$ cat src/rtl/pes_pkg.sv
// ----------------------------------------------------------------------------
// pes_pkg
// Shared codes, defaults and controller/datapath interface types of the
// polygon edge segmenter.
// ----------------------------------------------------------------------------
package pes_pkg;

    localparam int unsigned DEF_SEGMENT_LIMIT = 2048;

    localparam logic [1:0] CMD_START  = 2'd0;
    localparam logic [1:0] CMD_OFFSET = 2'd1;
    localparam logic [1:0] CMD_VERTEX = 2'd2;
    localparam logic [1:0] CMD_END    = 2'd3;

    localparam logic [2:0] KIND_SEGMENT = 3'd0;
    localparam logic [2:0] KIND_CHANGE  = 3'd1;
    localparam logic [2:0] KIND_HEADER  = 3'd2;
    localparam logic [2:0] KIND_CLOSE   = 3'd3;
    localparam logic [2:0] KIND_WARNING = 3'd4;
    localparam logic [2:0] KIND_ERROR   = 3'd5;

    localparam logic [1:0] ERR_OUTSIDE     = 2'd0;
    localparam logic [1:0] ERR_NO_STYLE    = 2'd1;
    localparam logic [1:0] ERR_ZERO_CHANGE = 2'd2;
    localparam logic [1:0] ERR_FEW_POINTS  = 2'd3;

    localparam logic [1:0] REG_MAP_WIDTH  = 2'd0;
    localparam logic [1:0] REG_MAP_HEIGHT = 2'd1;

    // Commands from the controller to the datapath.
    typedef struct packed {
        logic       load_item;
        logic       rel_delta;
        logic       abs_delta;
        logic       edge_begin;
        logic       n_step;
        logic       div_start;
        logic       emit_seg;
        logic       emit_chg;
        logic       emit_hdr;
        logic       emit_close;
        logic       emit_warn;
        logic       emit_err;
        logic [1:0] err_code;
        logic       last;
    } pes_cmd_t;

    // Status from the datapath to the controller.
    typedef struct packed {
        logic [1:0] command;
        logic       halted;
        logic       start_bad;
        logic       no_style;
        logic       zero_edge;
        logic       change;
        logic       few_points;
        logic       n_more;
        logic       n_last;
        logic       div_done;
        logic       out_free;
    } pes_sts_t;

endpackage

$ cat src/rtl/pes_divider.sv
// ----------------------------------------------------------------------------
// pes_divider
// Two-lane restoring divider: signed deltas divided by a small positive
// segment count, truncated toward zero, one quotient bit per cycle.
// ----------------------------------------------------------------------------
module pes_divider #(
    parameter int NW = 6
) (
    input  logic                 clk,
    input  logic                 rst_n,
    input  logic                 start,
    input  logic signed [17:0]   num_x,
    input  logic signed [17:0]   num_y,
    input  logic [NW-1:0]        den,
    output logic                 busy,
    output logic signed [17:0]   quo_x,
    output logic signed [17:0]   quo_y
);

    localparam int MW = 18;
    localparam int CW = $clog2(MW + 1);

    logic [CW-1:0] cnt_reg;
    logic [MW-1:0] qx_reg, qy_reg;
    logic [NW:0]   rx_reg, ry_reg;
    logic [NW-1:0] den_reg;
    logic          negx_reg, negy_reg;

    logic [NW:0]   tx, ty;
    logic [NW:0]   rx_next, ry_next;
    logic          bx, by;

    always_comb
    begin
        tx = {rx_reg[NW-1:0], qx_reg[MW-1]};
        ty = {ry_reg[NW-1:0], qy_reg[MW-1]};
        bx = (tx >= {1'b0, den_reg});
        by = (ty >= {1'b0, den_reg});
        rx_next = bx ? (tx - {1'b0, den_reg}) : tx;
        ry_next = by ? (ty - {1'b0, den_reg}) : ty;
    end

    always_ff @(posedge clk or negedge rst_n)
    begin
        if (!rst_n)
        begin
            cnt_reg <= '0;
        end
        else if (start)
        begin
            cnt_reg <= CW'(MW);
        end
        else if (cnt_reg != '0)
        begin
            cnt_reg <= cnt_reg - CW'(1);
        end
    end

    always_ff @(posedge clk)
    begin
        if (start)
        begin
            qx_reg   <= num_x[17] ? MW'(-num_x) : MW'(num_x);
            qy_reg   <= num_y[17] ? MW'(-num_y) : MW'(num_y);
            negx_reg <= num_x[17];
            negy_reg <= num_y[17];
            rx_reg   <= '0;
            ry_reg   <= '0;
            den_reg  <= den;
        end
        else if (cnt_reg != '0)
        begin
            qx_reg <= {qx_reg[MW-2:0], bx};
            qy_reg <= {qy_reg[MW-2:0], by};
            rx_reg <= rx_next;
            ry_reg <= ry_next;
        end
    end

    assign busy  = (cnt_reg != '0);
    assign quo_x = negx_reg ? -$signed(qx_reg) : $signed(qx_reg);
    assign quo_y = negy_reg ? -$signed(qy_reg) : $signed(qy_reg);

endmodule

$ cat src/rtl/pes_datapath.sv
// ----------------------------------------------------------------------------
// pes_datapath
// Item registers, polygon state, edge split arithmetic, map registers and
// the result register of the polygon edge segmenter.
// ----------------------------------------------------------------------------
module pes_datapath #(
    parameter int SEGMENT_LIMIT = pes_pkg::DEF_SEGMENT_LIMIT,
    parameter int NW            = 6
) (
    input  logic                 clk,
    input  logic                 rst_n,
    input  pes_pkg::pes_cmd_t    cmd,
    output pes_pkg::pes_sts_t    sts,
    input  logic [1:0]           command,
    input  logic signed [16:0]   coord_x,
    input  logic signed [16:0]   coord_y,
    input  logic                 style_present,
    input  logic [7:0]           style,
    input  logic [7:0]           default_edge_style,
    input  logic [9:0]           group_number,
    input  logic                 decor,
    input  logic                 cfg_we,
    input  logic [1:0]           cfg_index,
    input  logic [15:0]          cfg_data,
    output logic                 rsp_valid,
    input  logic                 rsp_stall,
    output logic [2:0]           kind,
    output logic signed [16:0]   x_value,
    output logic signed [16:0]   y_value,
    output logic [15:0]          point_index,
    output logic [7:0]           edge_style,
    output logic [19:0]          edge_offset,
    output logic [19:0]          change_offset,
    output logic [15:0]          change_count,
    output logic [1:0]           error_code,
    output logic [9:0]           group_out,
    output logic                 decor_out,
    output logic                 last
);

    localparam logic [17:0] LIMIT_V = 18'(SEGMENT_LIMIT);

    // Accepted item.
    logic [1:0]         cmd_reg;
    logic signed [16:0] cx_reg, cy_reg;
    logic               sp_reg;
    logic [7:0]         st_reg, des_reg;
    logic [9:0]         grp_reg;
    logic               dec_reg;

    // Configuration and polygon state.
    logic [15:0]        map_w_reg, map_h_reg;
    logic signed [17:0] cur_x_reg, cur_y_reg;
    logic [15:0]        points_reg;
    logic [7:0]         active_reg;
    logic [19:0]        segcnt_reg, cwc_reg, pcs_reg;
    logic               halted_reg;

    // Edge in progress.
    logic signed [17:0] dx_reg, dy_reg;
    logic [17:0]        rem_reg;
    logic [NW-1:0]      n_reg;

    logic               rsp_valid_reg;

    logic signed [18:0] diff_x, diff_y;
    logic signed [17:0] sat_x, sat_y;
    logic [17:0]        abs_x, abs_y, m_val;
    logic [19:0]        words;
    logic [15:0]        words_sat;
    logic signed [17:0] quo_x, quo_y;
    logic               div_busy;
    logic               emit_any, out_free;

    logic [2:0]         kind_next;
    logic [16:0]        x_next, y_next;
    logic [15:0]        pidx_next, ccnt_next;
    logic [7:0]         est_next;
    logic [19:0]        eoff_next, coff_next;
    logic [1:0]         err_next;
    logic [9:0]         grp_next;
    logic               dec_next;

    pes_divider #(
        .NW(NW)
    ) u_div (
        .clk   (clk),
        .rst_n (rst_n),
        .start (cmd.div_start),
        .num_x (dx_reg),
        .num_y (dy_reg),
        .den   (n_reg),
        .busy  (div_busy),
        .quo_x (quo_x),
        .quo_y (quo_y)
    );

    always_comb
    begin
        diff_x = {{2{cx_reg[16]}}, cx_reg} - {cur_x_reg[17], cur_x_reg};
        diff_y = {{2{cy_reg[16]}}, cy_reg} - {cur_y_reg[17], cur_y_reg};
        if (diff_x > 19'sd65535)
            sat_x = 18'sd65535;
        else if (diff_x < -19'sd65535)
            sat_x = -18'sd65535;
        else
            sat_x = diff_x[17:0];
        if (diff_y > 19'sd65535)
            sat_y = 18'sd65535;
        else if (diff_y < -19'sd65535)
            sat_y = -18'sd65535;
        else
            sat_y = diff_y[17:0];
        abs_x = dx_reg[17] ? 18'(-dx_reg) : 18'(dx_reg);
        abs_y = dy_reg[17] ? 18'(-dy_reg) : 18'(dy_reg);
        m_val = (abs_x > abs_y) ? abs_x : abs_y;
        words = cwc_reg - pcs_reg;
        words_sat = (words[19:16] != 4'd0) ? 16'hFFFF : words[15:0];
    end

    assign out_free = !rsp_valid_reg || !rsp_stall;
    assign emit_any = cmd.emit_seg | cmd.emit_chg | cmd.emit_hdr | cmd.emit_close
                    | cmd.emit_warn | cmd.emit_err;

    always_comb
    begin
        sts.command    = cmd_reg;
        sts.halted     = halted_reg;
        sts.start_bad  = cx_reg[16] || cy_reg[16] || (cx_reg[15:0] >= map_w_reg)
                         || (cy_reg[15:0] >= map_h_reg);
        sts.no_style   = !sp_reg;
        sts.zero_edge  = (dx_reg == '0) && (dy_reg == '0);
        sts.change     = sp_reg && (st_reg != active_reg);
        sts.few_points = (points_reg < 16'd3);
        sts.n_more     = (rem_reg >= LIMIT_V);
        sts.n_last     = (n_reg == NW'(1));
        sts.div_done   = !div_busy;
        sts.out_free   = out_free;
    end

    // Result fields; the two offsets are always filled, everything else without meaning for the kind stays zero.
    always_comb
    begin
        kind_next = pes_pkg::KIND_SEGMENT;
        x_next    = '0;
        y_next    = '0;
        pidx_next = '0;
        est_next  = '0;
        eoff_next = segcnt_reg;
        coff_next = pcs_reg;
        ccnt_next = '0;
        err_next  = '0;
        grp_next  = '0;
        dec_next  = 1'b0;
        if (cmd.emit_seg)
        begin
            x_next = quo_x[16:0];
            y_next = quo_y[16:0];
        end
        if (cmd.emit_chg)
        begin
            kind_next = pes_pkg::KIND_CHANGE;
            pidx_next = points_reg;
            est_next  = st_reg;
        end
        if (cmd.emit_hdr)
        begin
            kind_next = pes_pkg::KIND_HEADER;
            x_next    = cx_reg;
            y_next    = cy_reg;
            est_next  = st_reg;
            coff_next = cwc_reg;
            grp_next  = grp_reg;
            dec_next  = dec_reg;
        end
        if (cmd.emit_close)
        begin
            kind_next = pes_pkg::KIND_CLOSE;
            pidx_next = points_reg;
            ccnt_next = words_sat;
        end
        if (cmd.emit_warn)
        begin
            kind_next = pes_pkg::KIND_WARNING;
        end
        if (cmd.emit_err)
        begin
            kind_next = pes_pkg::KIND_ERROR;
            err_next  = cmd.err_code;
        end
    end

    always_ff @(posedge clk)
    begin
        if (cmd.load_item)
        begin
            cmd_reg <= command;
            cx_reg  <= coord_x;
            cy_reg  <= coord_y;
            sp_reg  <= style_present;
            st_reg  <= style;
            des_reg <= default_edge_style;
            grp_reg <= group_number;
            dec_reg <= decor;
        end
        if (cmd.rel_delta)
        begin
            dx_reg <= {cx_reg[16], cx_reg};
            dy_reg <= {cy_reg[16], cy_reg};
        end
        if (cmd.abs_delta)
        begin
            dx_reg <= sat_x;
            dy_reg <= sat_y;
        end
        if (cmd.edge_begin)
        begin
            rem_reg <= m_val - 18'd1;
            n_reg   <= NW'(1);
        end
        if (cmd.n_step)
        begin
            rem_reg <= rem_reg - LIMIT_V;
            n_reg   <= n_reg + NW'(1);
        end
        if (cmd.emit_seg)
        begin
            dx_reg <= dx_reg - quo_x;
            dy_reg <= dy_reg - quo_y;
            n_reg  <= n_reg - NW'(1);
        end
        if (emit_any)
        begin
            kind          <= kind_next;
            x_value       <= x_next;
            y_value       <= y_next;
            point_index   <= pidx_next;
            edge_style    <= est_next;
            edge_offset   <= eoff_next;
            change_offset <= coff_next;
            change_count  <= ccnt_next;
            error_code    <= err_next;
            group_out     <= grp_next;
            decor_out     <= dec_next;
            last          <= cmd.last;
        end
    end

    always_ff @(posedge clk or negedge rst_n)
    begin
        if (!rst_n)
        begin
            map_w_reg     <= 16'hFFFF;
            map_h_reg     <= 16'hFFFF;
            cur_x_reg     <= '0;
            cur_y_reg     <= '0;
            points_reg    <= '0;
            active_reg    <= '0;
            segcnt_reg    <= '0;
            cwc_reg       <= '0;
            pcs_reg       <= '0;
            halted_reg    <= 1'b0;
            rsp_valid_reg <= 1'b0;
        end
        else
        begin
            if (cfg_we && (cfg_index == pes_pkg::REG_MAP_WIDTH))
                map_w_reg <= cfg_data;
            if (cfg_we && (cfg_index == pes_pkg::REG_MAP_HEIGHT))
                map_h_reg <= cfg_data;
            if (cmd.emit_err)
                halted_reg <= 1'b1;
            if (cmd.emit_hdr)
            begin
                points_reg <= '0;
                cur_x_reg  <= {cx_reg[16], cx_reg};
                cur_y_reg  <= {cy_reg[16], cy_reg};
                pcs_reg    <= cwc_reg;
                active_reg <= des_reg;
            end
            if (cmd.emit_chg)
            begin
                cwc_reg    <= cwc_reg + 20'd2;
                active_reg <= st_reg;
            end
            if (cmd.emit_close)
                cwc_reg <= cwc_reg + 20'd1;
            if (cmd.edge_begin)
            begin
                cur_x_reg <= cur_x_reg + dx_reg;
                cur_y_reg <= cur_y_reg + dy_reg;
            end
            if (cmd.emit_seg)
            begin
                segcnt_reg <= segcnt_reg + 20'd1;
                if (points_reg != 16'hFFFF)
                    points_reg <= points_reg + 16'd1;
            end
            if (emit_any)
                rsp_valid_reg <= 1'b1;
            else if (!rsp_stall)
                rsp_valid_reg <= 1'b0;
        end
    end

    assign rsp_valid = rsp_valid_reg;

    // A result is only written into a free output register.
    a_emit_free: assert property (@(posedge clk) disable iff (!rst_n)
        emit_any |-> out_free)
        else $error("result written over a pending result");

    // Halt is sticky until reset.
    a_halt_sticky: assert property (@(posedge clk) disable iff (!rst_n)
        halted_reg |=> halted_reg)
        else $error("halt cleared without reset");

    // The divider never starts with a zero segment count or while running.
    a_div_start: assert property (@(posedge clk) disable iff (!rst_n)
        cmd.div_start |-> (n_reg != '0) && !div_busy)
        else $error("divider started with bad count or while busy");

    // A segment is only written from a settled quotient.
    a_seg_settled: assert property (@(posedge clk) disable iff (!rst_n)
        cmd.emit_seg |-> !div_busy)
        else $error("segment taken while divider busy");

endmodule

$ cat src/rtl/pes_ctrl.sv
// ----------------------------------------------------------------------------
// pes_ctrl
// Sequencer of the polygon edge segmenter: decodes each request and steps
// the datapath through checks, segment count, divisions and result writes.
// ----------------------------------------------------------------------------
module pes_ctrl (
    input  logic                 clk,
    input  logic                 rst_n,
    input  logic                 req_valid,
    output logic                 req_stall,
    input  pes_pkg::pes_sts_t    sts,
    output pes_pkg::pes_cmd_t    cmd
);

    localparam logic [3:0] S_IDLE    = 4'd0;
    localparam logic [3:0] S_DECODE  = 4'd1;
    localparam logic [3:0] S_EDGE    = 4'd2;
    localparam logic [3:0] S_CHG     = 4'd3;
    localparam logic [3:0] S_BEGIN   = 4'd4;
    localparam logic [3:0] S_NCNT    = 4'd5;
    localparam logic [3:0] S_DIVGO   = 4'd6;
    localparam logic [3:0] S_DIVWAIT = 4'd7;
    localparam logic [3:0] S_SEG     = 4'd8;
    localparam logic [3:0] S_WARN    = 4'd9;
    localparam logic [3:0] S_ERR     = 4'd10;
    localparam logic [3:0] S_HDR     = 4'd11;
    localparam logic [3:0] S_CLOSE   = 4'd12;

    logic [3:0] state_reg, state_next;
    logic [1:0] err_reg, err_next;

    always_comb
    begin
        cmd        = '0;
        state_next = state_reg;
        err_next   = err_reg;
        req_stall  = (state_reg != S_IDLE);
        cmd.err_code = err_reg;
        case (state_reg)
            S_IDLE:
            begin
                if (req_valid)
                begin
                    cmd.load_item = 1'b1;
                    if (!sts.halted)
                        state_next = S_DECODE;
                end
            end
            S_DECODE:
            begin
                case (sts.command)
                    pes_pkg::CMD_START:
                    begin
                        if (sts.start_bad)
                        begin
                            err_next   = pes_pkg::ERR_OUTSIDE;
                            state_next = S_ERR;
                        end
                        else if (sts.no_style)
                        begin
                            err_next   = pes_pkg::ERR_NO_STYLE;
                            state_next = S_ERR;
                        end
                        else
                            state_next = S_HDR;
                    end
                    pes_pkg::CMD_OFFSET:
                    begin
                        cmd.rel_delta = 1'b1;
                        state_next    = S_EDGE;
                    end
                    pes_pkg::CMD_VERTEX:
                    begin
                        cmd.abs_delta = 1'b1;
                        state_next    = S_EDGE;
                    end
                    pes_pkg::CMD_END:
                    begin
                        if (sts.few_points)
                        begin
                            err_next   = pes_pkg::ERR_FEW_POINTS;
                            state_next = S_ERR;
                        end
                        else
                            state_next = S_CLOSE;
                    end
                    default:
                        state_next = S_IDLE;
                endcase
            end
            S_EDGE:
            begin
                if (sts.zero_edge)
                    state_next = S_WARN;
                else if (sts.change)
                    state_next = S_CHG;
                else
                    state_next = S_BEGIN;
            end
            S_CHG:
            begin
                if (sts.out_free)
                begin
                    cmd.emit_chg = 1'b1;
                    state_next   = S_BEGIN;
                end
            end
            S_BEGIN:
            begin
                cmd.edge_begin = 1'b1;
                state_next     = S_NCNT;
            end
            S_NCNT:
            begin
                if (sts.n_more)
                    cmd.n_step = 1'b1;
                else
                    state_next = S_DIVGO;
            end
            S_DIVGO:
            begin
                cmd.div_start = 1'b1;
                state_next    = S_DIVWAIT;
            end
            S_DIVWAIT:
            begin
                if (sts.div_done)
                    state_next = S_SEG;
            end
            S_SEG:
            begin
                if (sts.out_free)
                begin
                    cmd.emit_seg = 1'b1;
                    cmd.last     = sts.n_last;
                    state_next   = sts.n_last ? S_IDLE : S_DIVGO;
                end
            end
            S_WARN:
            begin
                if (sts.out_free)
                begin
                    cmd.emit_warn = 1'b1;
                    cmd.last      = !sts.change;
                    if (sts.change)
                    begin
                        err_next   = pes_pkg::ERR_ZERO_CHANGE;
                        state_next = S_ERR;
                    end
                    else
                        state_next = S_IDLE;
                end
            end
            S_ERR:
            begin
                if (sts.out_free)
                begin
                    cmd.emit_err = 1'b1;
                    cmd.last     = 1'b1;
                    state_next   = S_IDLE;
                end
            end
            S_HDR:
            begin
                if (sts.out_free)
                begin
                    cmd.emit_hdr = 1'b1;
                    cmd.last     = 1'b1;
                    state_next   = S_IDLE;
                end
            end
            S_CLOSE:
            begin
                if (sts.out_free)
                begin
                    cmd.emit_close = 1'b1;
                    cmd.last       = 1'b1;
                    state_next     = S_IDLE;
                end
            end
            default:
                state_next = S_IDLE;
        endcase
    end

    always_ff @(posedge clk or negedge rst_n)
    begin
        if (!rst_n)
        begin
            state_reg <= S_IDLE;
            err_reg   <= pes_pkg::ERR_OUTSIDE;
        end
        else
        begin
            state_reg <= state_next;
            err_reg   <= err_next;
        end
    end

endmodule

$ cat src/rtl/polygon_edge_segmenter_core.sv
// ----------------------------------------------------------------------------
// polygon_edge_segmenter_core
// Polygon record stream to edge segments, style change, header and close
// records, with map bounds checks and a sticky halt on error.
// ----------------------------------------------------------------------------
// Usage: a request (start, offset, vertex or end) is taken when req_valid is
// high and req_stall is low. Each request yields one to 33 results on the
// rsp channel; the final one of a request carries last. A result is taken
// when rsp_valid is high and rsp_stall is low. Map width and height are
// written on the cfg channel, which is always ready, while the block is idle.
// Sequence: a header, close or error request is decoded and then writes its
// single result. A zero-length edge writes a warning, followed by an error
// when it comes with a style change. Any other edge runs through set-up (with
// a style change record where the style changes), the segment count search,
// and one division per segment in the bit-serial divider, which forms both
// deltas of a segment in 18 steps; an edge has up to 32 segments. One request
// is in work at a time; the next is taken as soon as the last result of the
// previous one sits in the output register, even if it is not yet taken.
// A stalled receiver holds the result register and the sequencer waits.
// Reset clears the polygon state, the halt flag and the output valid flag, and
// sets both map registers to 65535. After an error every request is taken
// and dropped without results until the next reset.
// ----------------------------------------------------------------------------
module polygon_edge_segmenter_core #(
    parameter int SEGMENT_LIMIT = pes_pkg::DEF_SEGMENT_LIMIT
) (
    input  logic                 clk,
    input  logic                 rst_n,
    // Request channel.
    input  logic                 req_valid,
    output logic                 req_stall,
    input  logic [1:0]           command,
    input  logic signed [16:0]   coord_x,
    input  logic signed [16:0]   coord_y,
    input  logic                 style_present,
    input  logic [7:0]           style,
    input  logic [7:0]           default_edge_style,
    input  logic [9:0]           group_number,
    input  logic                 decor,
    // Configuration write channel.
    input  logic                 cfg_valid,
    output logic                 cfg_ready,
    input  logic [1:0]           cfg_index,
    input  logic [15:0]          cfg_data,
    // Result channel.
    output logic                 rsp_valid,
    input  logic                 rsp_stall,
    output logic [2:0]           kind,
    output logic signed [16:0]   x_value,
    output logic signed [16:0]   y_value,
    output logic [15:0]          point_index,
    output logic [7:0]           edge_style,
    output logic [19:0]          edge_offset,
    output logic [19:0]          change_offset,
    output logic [15:0]          change_count,
    output logic [1:0]           error_code,
    output logic [9:0]           group_out,
    output logic                 decor_out,
    output logic                 last
);

    // Largest segment count of one edge, and the width that holds it.
    localparam int NMAX = 65535 / SEGMENT_LIMIT + 1;
    localparam int NW   = $clog2(NMAX + 1);

    pes_pkg::pes_cmd_t cmd;
    pes_pkg::pes_sts_t sts;

    // Registers are plain flops, so writes are never held off.
    assign cfg_ready = 1'b1;

    pes_ctrl u_ctrl (
        .clk       (clk),
        .rst_n     (rst_n),
        .req_valid (req_valid),
        .req_stall (req_stall),
        .sts       (sts),
        .cmd       (cmd)
    );

    pes_datapath #(
        .SEGMENT_LIMIT (SEGMENT_LIMIT),
        .NW            (NW)
    ) u_dp (
        .clk                (clk),
        .rst_n              (rst_n),
        .cmd                (cmd),
        .sts                (sts),
        .command            (command),
        .coord_x            (coord_x),
        .coord_y            (coord_y),
        .style_present      (style_present),
        .style              (style),
        .default_edge_style (default_edge_style),
        .group_number       (group_number),
        .decor              (decor),
        .cfg_we             (cfg_valid && cfg_ready),
        .cfg_index          (cfg_index),
        .cfg_data           (cfg_data),
        .rsp_valid          (rsp_valid),
        .rsp_stall          (rsp_stall),
        .kind               (kind),
        .x_value            (x_value),
        .y_value            (y_value),
        .point_index        (point_index),
        .edge_style         (edge_style),
        .edge_offset        (edge_offset),
        .change_offset      (change_offset),
        .change_count       (change_count),
        .error_code         (error_code),
        .group_out          (group_out),
        .decor_out          (decor_out),
        .last               (last)
    );

endmodule
$ cat config.mk
export PLATFORM = sky130hd
export DESIGN_NAME = polygon_edge_segmenter_core
export DESIGN_NICKNAME = d
export VERILOG_FILES = /design/src/rtl/pes_pkg.sv /design/src/rtl/pes_divider.sv /design/src/rtl/pes_datapath.sv /design/src/rtl/pes_ctrl.sv /design/src/rtl/polygon_edge_segmenter_core.sv
export SDC_FILE = /design/constraint.sdc
export NUM_CORES = 1
export LEC_CHECK = 0
export BUFFER_PORTS_ARGS = -buffer_cell sky130_fd_sc_hd__buf_4
export CAP_MARGIN = 0
export CORE_AREA = 5 5 244 246
export CTS_CLUSTER_DIAMETER = 60
export DETAILED_ROUTE_END_ITERATION = 6
export DIE_AREA = 0 0 249 251
export GPL_ROUTABILITY_DRIVEN = 0
export PLACE_DENSITY = 0.73
export SYNTH_ARGS = -nofsm -noshare
export SYNTH_HDL_FRONTEND = slang
export SYNTH_SLANG_ARGS = --single-unit
$ cat constraint.sdc
create_clock -name clk -period 9.51 [get_ports clk]
set_input_delay 0.951 -clock clk [delete_from_list [all_inputs] [get_ports clk]]
set_output_delay 0.951 -clock clk [all_outputs]
set_load 0.1 [all_outputs]
==> key figures, run 1 <==
Status
  – Status: complete, no violations

Timing
  – Final min period: slightly above 6 ns
  – Layout Skew: ~0.054 ns
  – Unrepaired setup endpoints after global routing: no
  – Max_slew headroom: 0.207
  – Final Hold Vio Count: 0
  – Setup Viol. Count Final: 0
  – Final Max Tran Viols: 0
  – Final setup margin: 3.44 ns
  – Setup TNS: 0 ns
  – Period utilization: 0.639
  – FMAX: around 0.16 GHz
  – Worst Tran Pin Value: 1.19 ns

Placement
  – Pre-CTS WS: around 3.5 ns
  – Placed cell count: ~3800
  – Placed cell area: about 31000 sq um
  – Number of port buffers: 219
  – HPWL Detailed: about 56 mm

Critical path
  – Crit path max fanout: 20
  – Crit path DAT: 6.43 ns
  – Setup Crit Path Kind: register to register
  – CP required: between 9 and 10 ns
  – Reg2reg path depth: 20
  – CP Capture Type: register
  – RR Endpoint: u_dp.rem_reg[16]$_DFFE_PP_
  – Flop2flop setup slack: approximately 3.4 ns
  – CP Launch Type: register
  – Worst reg2reg path startpoint: u_dp.dy_reg[0]$_DFFE_PP_

CTS
  – H-tree depth: 2
  – CTS tree: yes
  – # resized after CTS: 0
  – Post-CTS Setup Bufs: 0
  – CTS Root Cell: clkbuf_16
  – Clk sinks: roughly 470
  – Clock Latency Late Sink: about 0.63 ns
  – CTS buffer count: 53
  – Reg clk slew, reported paths: ~0.06 ns
  – Hold_buf cts: 0
  – Clock buffer depth: 3

Logic synthesis
  – Synth Flop Type: edfxtp_1
  – Synth warn: 0
  – Async SR Flop Fraction: 0.355
  – Sequential area share after synthesis: 0.463
  – Synth cell types: 87
  – Post-Syn Area: 28200 sq um
  – FF+latch count, synth: about 470
  – Post-Syn Instances: roughly 2800
  – Number of synthesized flops with an enable pin: 288
  – Mapped Avg Cell Area: 9.91 sq um
  – Syn_nets: 3145

Floorplanning
  – Core area: around 57000 sq um
  – Die Wd: 249 um
  – Die Span Y: 251 um
  – Std cell rows: between 80 and 90
  – Initial core utilization: 0.493
  – Top Ports: ~220
  – Die Area: approximately 62000 sq um

Routing
  – Routed Antenna Nets: 0
  – Vias per inst: between 5 and 6
  – DRC errors left: 0
  – 1st-pass router iterations: 6
  – Total number of vias: ~23000
  – Post-Route WL: approximately 76 mm
  – WL/cell: roughly 20 um
  – 1st-iter DRT viols: 2019

Power and ir drop
  – Peak supply drop: between 0.00015 and 0.0002 V
  – Power Dens Cells: 144 nW/um^2
  – Lkg Pwr: about 13 nW

Global route
  – GR Overflow Total: 0
  – Number of global-route vias before repair: about 23000
  – First-pass GRT wire length: 121 mm
  – Initial antenna violation count: 1
  – Tot GR Track Use: 0.234
  – Largest net degree at the start of global routing: 83

Hold path
  – Worst min path class: input pin to async pin

Final layout
  – Reg area: ~13000 sq um
  – Fin area: approximately 33000 sq um
  – Final #Nets: 3350
  – Syn-to-layout area delta: 15.6%
  – Non-Filler Instances: between 3000 and 4000
  – # fillers: 4822
  – Multi-input gate area: about 14000 sq um
  – Layout cells sized above 1: 0.141

Run
  – Max Cap Viol: 0
## per-layer routing
| layer | global-route usage | vias up | share of wire |
|---|---|---|---|
| met5 | 0 | - | 0 |
| met4 | 0.0802 | 0 | 0.037 |
| met3 | 0.0473 | 199 | 0.081 |
| met2 | 0.404 | 921 | 0.48 |
| met1 | 0.297 | 11054 | 0.40 |
| li1 | - | 10794 | - |
## synthesized netlist by cell type, drive strengths merged, types with 48 or more instances
master | n | area share
nand2 | 331 | 0.044
edfxtp | 288 | 0.31
o21ai | 229 | 0.041
ha | 203 | 0.090
inv | 182 | 0.024
a21oi | 169 | 0.030
nor2 | 152 | 0.020
dfrtp | 133 | 0.12
xnor2 | 115 | 0.036
xor2 | 110 | 0.034
clkbuf | 83 | 0.011
nand3 | 66 | 0.012
nor3 | 61 | 0.011
and3 | 48 | 0.011
nor2b | 48 | 0.011
## critical path, stage by stage, from the launching register on
cell      delay [ns]
edfxtp_1        0.51
inv_1           0.15
ha_1            0.18
or3b_1          0.47
or4_1           0.63
o31ai_2         0.25
xor2_1          0.41
ha_1            0.25
a21o_1          0.11
a21o_1          0.10
a21oi_1         0.08
o211ai_1        0.10
a21oi_1         0.07
a211oi_2        0.97
mux2i_1         0.31
ha_1            0.31
nand3_1         0.16
or3_1           0.40
and3_1          0.17
nor2_1          0.10
a21oi_1         0.07
## cells by family after synthesis
family / share of synthesized area
DFF: 0.463
xor gates and xnor gates: 0.0702
AOI/OAI and AO/OA: 0.163
and+or+nand+nor: 0.156
adders and majority gates: 0.0965
other: 0.000133
muxes: 0.0131
buffers and inverters: 0.0375
## power breakdown
part           switching (mW)  internal [mW]
Sequential             0.0288           2.20
Clock                   0.881           1.34
Combinational           0.131          0.106
## cell usage in the layout, fill, tap and decap left out, types with 31 or more instances in the layout
cell type	n
nand2_1	329
edfxtp_1	288
buf_4	244
o21ai_0	227
ha_1	203
inv_1	182
a21oi_1	167
nor2_1	151
dfrtp_1	133
xnor2_1	115
xor2_1	109
nand3_1	66
nor3_1	59
clkbuf_16	55
nor2b_1	48
and3_1	47
o31ai_1	39
or3_1	38
a21o_1	36
o211ai_1	36
dfstp_2	32
nand4_1	31
## per-stage QoR
stage          total power, mW  utilization  hold slack (ns)
6_report                  4.68        0.570            0.356
5_1_grt                   4.84        0.570            0.374
4_1_cts                   4.71        0.570            0.347
3_5_place_dp              2.50        0.537            0.440
3_3_place_gp              2.49        0.537            0.427
2_1_floorplan             2.39            -            0.415
## worst max-delay path by stage
stage,startpoint,end,slack [ns],cells after the start
CTS,u_dp.dy_reg[1]$_DFFE_PP_,u_dp.rem_reg[16]$_DFFE_PP_,3.55,20
floorplan,u_ctrl.state_reg[1]$_DFFE_PN0P_,u_dp.change_count[0]$_SDFFCE_PN0P_,1.23,7
detailed placement,u_dp.dy_reg[1]$_DFFE_PP_,u_dp.rem_reg[16]$_DFFE_PP_,3.54,20
finish,u_dp.dy_reg[0]$_DFFE_PP_,u_dp.rem_reg[16]$_DFFE_PP_,3.44,20
global route,u_dp.dy_reg[1]$_DFFE_PP_,u_dp.rem_reg[16]$_DFFE_PP_,3.06,21
global placement,u_dp.dy_reg[1]$_DFFE_PP_,u_dp.rem_reg[16]$_DFFE_PP_,3.75,20
## area by class of cell
type                       count  share of cell area
clock buffer                  67              0.0442
antenna                        1           0.0000768
sequential                   465               0.401
tap                          765              0.0294
timing repair buffer         245              0.0566
inverter                     183              0.0211
clock inverter                33              0.0148
multi-input combinational   2103               0.433
Power figures use the tool's default switching activity.
==> run 2: changes to the inputs <==
==> constraint.sdc (replaced) <==
create_clock -name clk -period 5.8 [get_ports clk]
set_input_delay 0.58 -clock clk [delete_from_list [all_inputs] [get_ports clk]]
set_output_delay 0.58 -clock clk [all_outputs]
set_load 0.1 [all_outputs]
==> run 2 against run 1 <==
Against the previous run: hold slack lost 0.22 ns; clock-buffer cell count grew 7; clock skew shrank 0.028 ns; global-route usage shrank 0.25 points; die area is the same.
==> key figures, run 2 (synthesis gave the netlist of run 1 again) <==
Hold path
  – Worst min path class: input pin to register

Global route
  – Largest net degree at the start of global routing: 132 (+59%)
  – Tot GR Track Use: 0.232 (-0.00247)
  – GR Overflow Total: 0 (unchanged)
  – Initial antenna violation count: 0 (-1)
  – Number of global-route vias before repair: 22672 (-0.57%)
  – First-pass GRT wire length: 119 mm (-1.4%)

Final layout
  – Most frequent cells in the layout: 329 x nand2_1, 288 x edfxtp_1, 242 x buf_4
  – Commonest non-fill, non-tap cell in the layout: nand2_1
  – Layout cells sized above 1: 0.139 (-0.00273)
  – # diodes: 0 (-1)
  – # fillers: 4829 (+0.15%)
  – Syn-to-layout area delta: 15.1%
  – Final #Nets: 3349 (-0.030%)

Routing
  – Routed Antenna Nets: 0 (unchanged)
  – Vias per inst: 5.93 (-0.25%)
  – Post-Route WL: 75.1 mm (-1.2%)
  – 1st-pass router iterations: 5 (-1)
  – 1st-iter DRT viols: 1769 (-12%)
  – DRC errors left: 0 (unchanged)
  – Total number of vias: 22880 (-0.38%)
  – WL/cell: 19.5 um (-1.1%)

Power and ir drop
  – Lkg Pwr: 13.4 nW (-0.42%)
  – Peak supply drop: 0.000236 V (+47%)
  – Power Total: 7.36 mW (+57%)
  – Power Dens Cells: 227 nW/um^2 (+58%)

Critical path
  – CP required: 6.15 ns (-3.72 ns)
  – Setup Crit Path Kind: register to register
  – Crit path DAT: 5.63 ns (-0.80 ns)
  – Flop2flop setup slack: 0.52 ns (-2.91 ns)
  – CP Capture Type: register
  – CP Launch Type: register
  – Crit path max fanout: 9 (-55%)

CTS
  – Clock Latency Late Sink: 0.62 ns (about the same)
  – H-tree depth: 2 (unchanged)
  – Clk sinks: 465 (unchanged)
  – Reg clk slew, reported paths: 0.07 ns (about the same)
  – CTS Root Cell: clkbuf_16
  – CTS tree: yes
  – # resized after CTS: 0 (unchanged)
  – Post-CTS Setup Bufs: 0 (unchanged)
  – CTS buffer count: 50 (-5.7%)
  – Hold_buf cts: 1 (+1)
  – Clock buffer depth: 3 (unchanged)

Floorplanning
  – Core area: 57100 sq um (unchanged)
  – Initial core utilization: 0.493 (unchanged)
  – Die Area: 62500 sq um (unchanged)
  – Std cell rows: 88 (unchanged)
  – Top Ports: 221 (unchanged)
  – Die Span Y: 251 um (unchanged)
  – Die Wd: 249 um (unchanged)

Timing
  – Final Hold Vio Count: 0 (unchanged)
  – Unrepaired setup endpoints after global routing: no
  – Final min period: 5.28 ns (-0.797 ns)
  – Worst Tran Pin Value: 1.29 ns (+0.107 ns)
  – Setup TNS: 0 ns (unchanged)
  – Final Max Tran Viols: 0 (unchanged)
  – Period utilization: 0.910 (+0.271)
  – Max_slew headroom: 0.131 (-0.0764)
  – FMAX: 0.190 GHz (+15%)
  – Layout Skew: 0.0256 ns (-0.0283 ns)
  – Setup Viol. Count Final: 0 (unchanged)

Status
  – Status: complete, no violations

Placement
  – HPWL Detailed: 55.9 mm (-0.19%)
  – Number of port buffers: 219 (unchanged)

Run
  – Max Cap Viol: 0 (unchanged)
==> run 2: where the power goes <==
group          switching (mW)  internal [mW]  leakage [nW]  total (mW)
Combinational           0.215          0.175          8.33       0.390
Clock                    1.40           1.93         0.847        3.33
Sequential             0.0464           3.60          4.23        3.65
==> run 2: area by class of cell <==
cell class | count | area [sq um] | share of cell area
Sequential cell | 465 | 13100 | 0.402
Clock buffer | 74 | 1470 | 0.0454
Inverter | 183 | 687 | 0.0212
Tap cell | 765 | 957 | 0.0295
Multi-Input combinational cell | 2103 | 14100 | 0.435
Timing Repair Buffer | 247 | 1900 | 0.0585
Clock inverter | 20 | 268 | 0.00825
==> run 2: critical path, stage by stage (launching register included) <==
cell,delay (ns)
edfxtp_1,0.55
or3_1,0.55
nor4_1,0.55
nand2_1,0.09
nand2_1,0.11
xor2_1,0.28
inv_1,0.14
ha_1,0.33
a21o_1,0.18
a21o_1,0.17
a21oi_1,0.23
o211ai_1,0.16
a21oi_1,0.18
a211oi_2,0.10
mux2i_1,0.19
ha_1,0.28
nand3_1,0.15
or3_1,0.39
and3_1,0.17
nor2_1,0.12
a21oi_1,0.08
==> run 2: worst paths after layout <==
kind	to	cells after the start	startpoint
setup / recovery	u_dp.rem_reg[16]$_DFFE_PP_	20	u_dp.dx_reg[3]$_DFFE_PP_
hold / removal	u_dp.cmd_reg[0]$_DFFE_PP_	1	command[0]
setup reg to reg	u_dp.rem_reg[16]$_DFFE_PP_	20	u_dp.dx_reg[3]$_DFFE_PP_
hold reg to reg	u_dp.u_div.rx_reg[5]$_SDFFE_PP0P_	2	u_dp.u_div.rx_reg[5]$_SDFFE_PP0P_
max in group asynchronous	u_dp.eoff_next[17]$_DFFE_PN0P_	3	rst_n
min in group asynchronous	u_dp.cur_x_reg[17]$_DFFE_PN0P_	2	rst_n
==> run 2: routing by layer <==
metal | up-vias | routed length (um) | GRT usage
met5 | - | 0 | 0
met4 | 0 | 3100 | 0.0845
met3 | 188 | 6230 | 0.0476
met2 | 953 | 35700 | 0.394
met1 | 10982 | 30100 | 0.296
li1 | 10757 | - | -
==> run 2: stage by stage <==
| stage | std cells | hold WS (ns) | setup WS (ns) | utilization | area [sq um] |
|---|---|---|---|---|---|
| final | 3857 | 0.138 | 0.525 | 0.568 | 32500 |
| after global routing | 3857 | 0.109 | 0.161 | 0.568 | 32500 |
| after CTS | 3857 | 0.111 | 0.550 | 0.568 | 32500 |
| after detailed placement | 3762 | 0.445 | 0.615 | 0.537 | 30700 |
| after global placement | 3762 | 0.428 | 0.792 | 0.537 | 30700 |
| after floorplan | 2846 | 0.284 | 0.484 | - | 28200 |
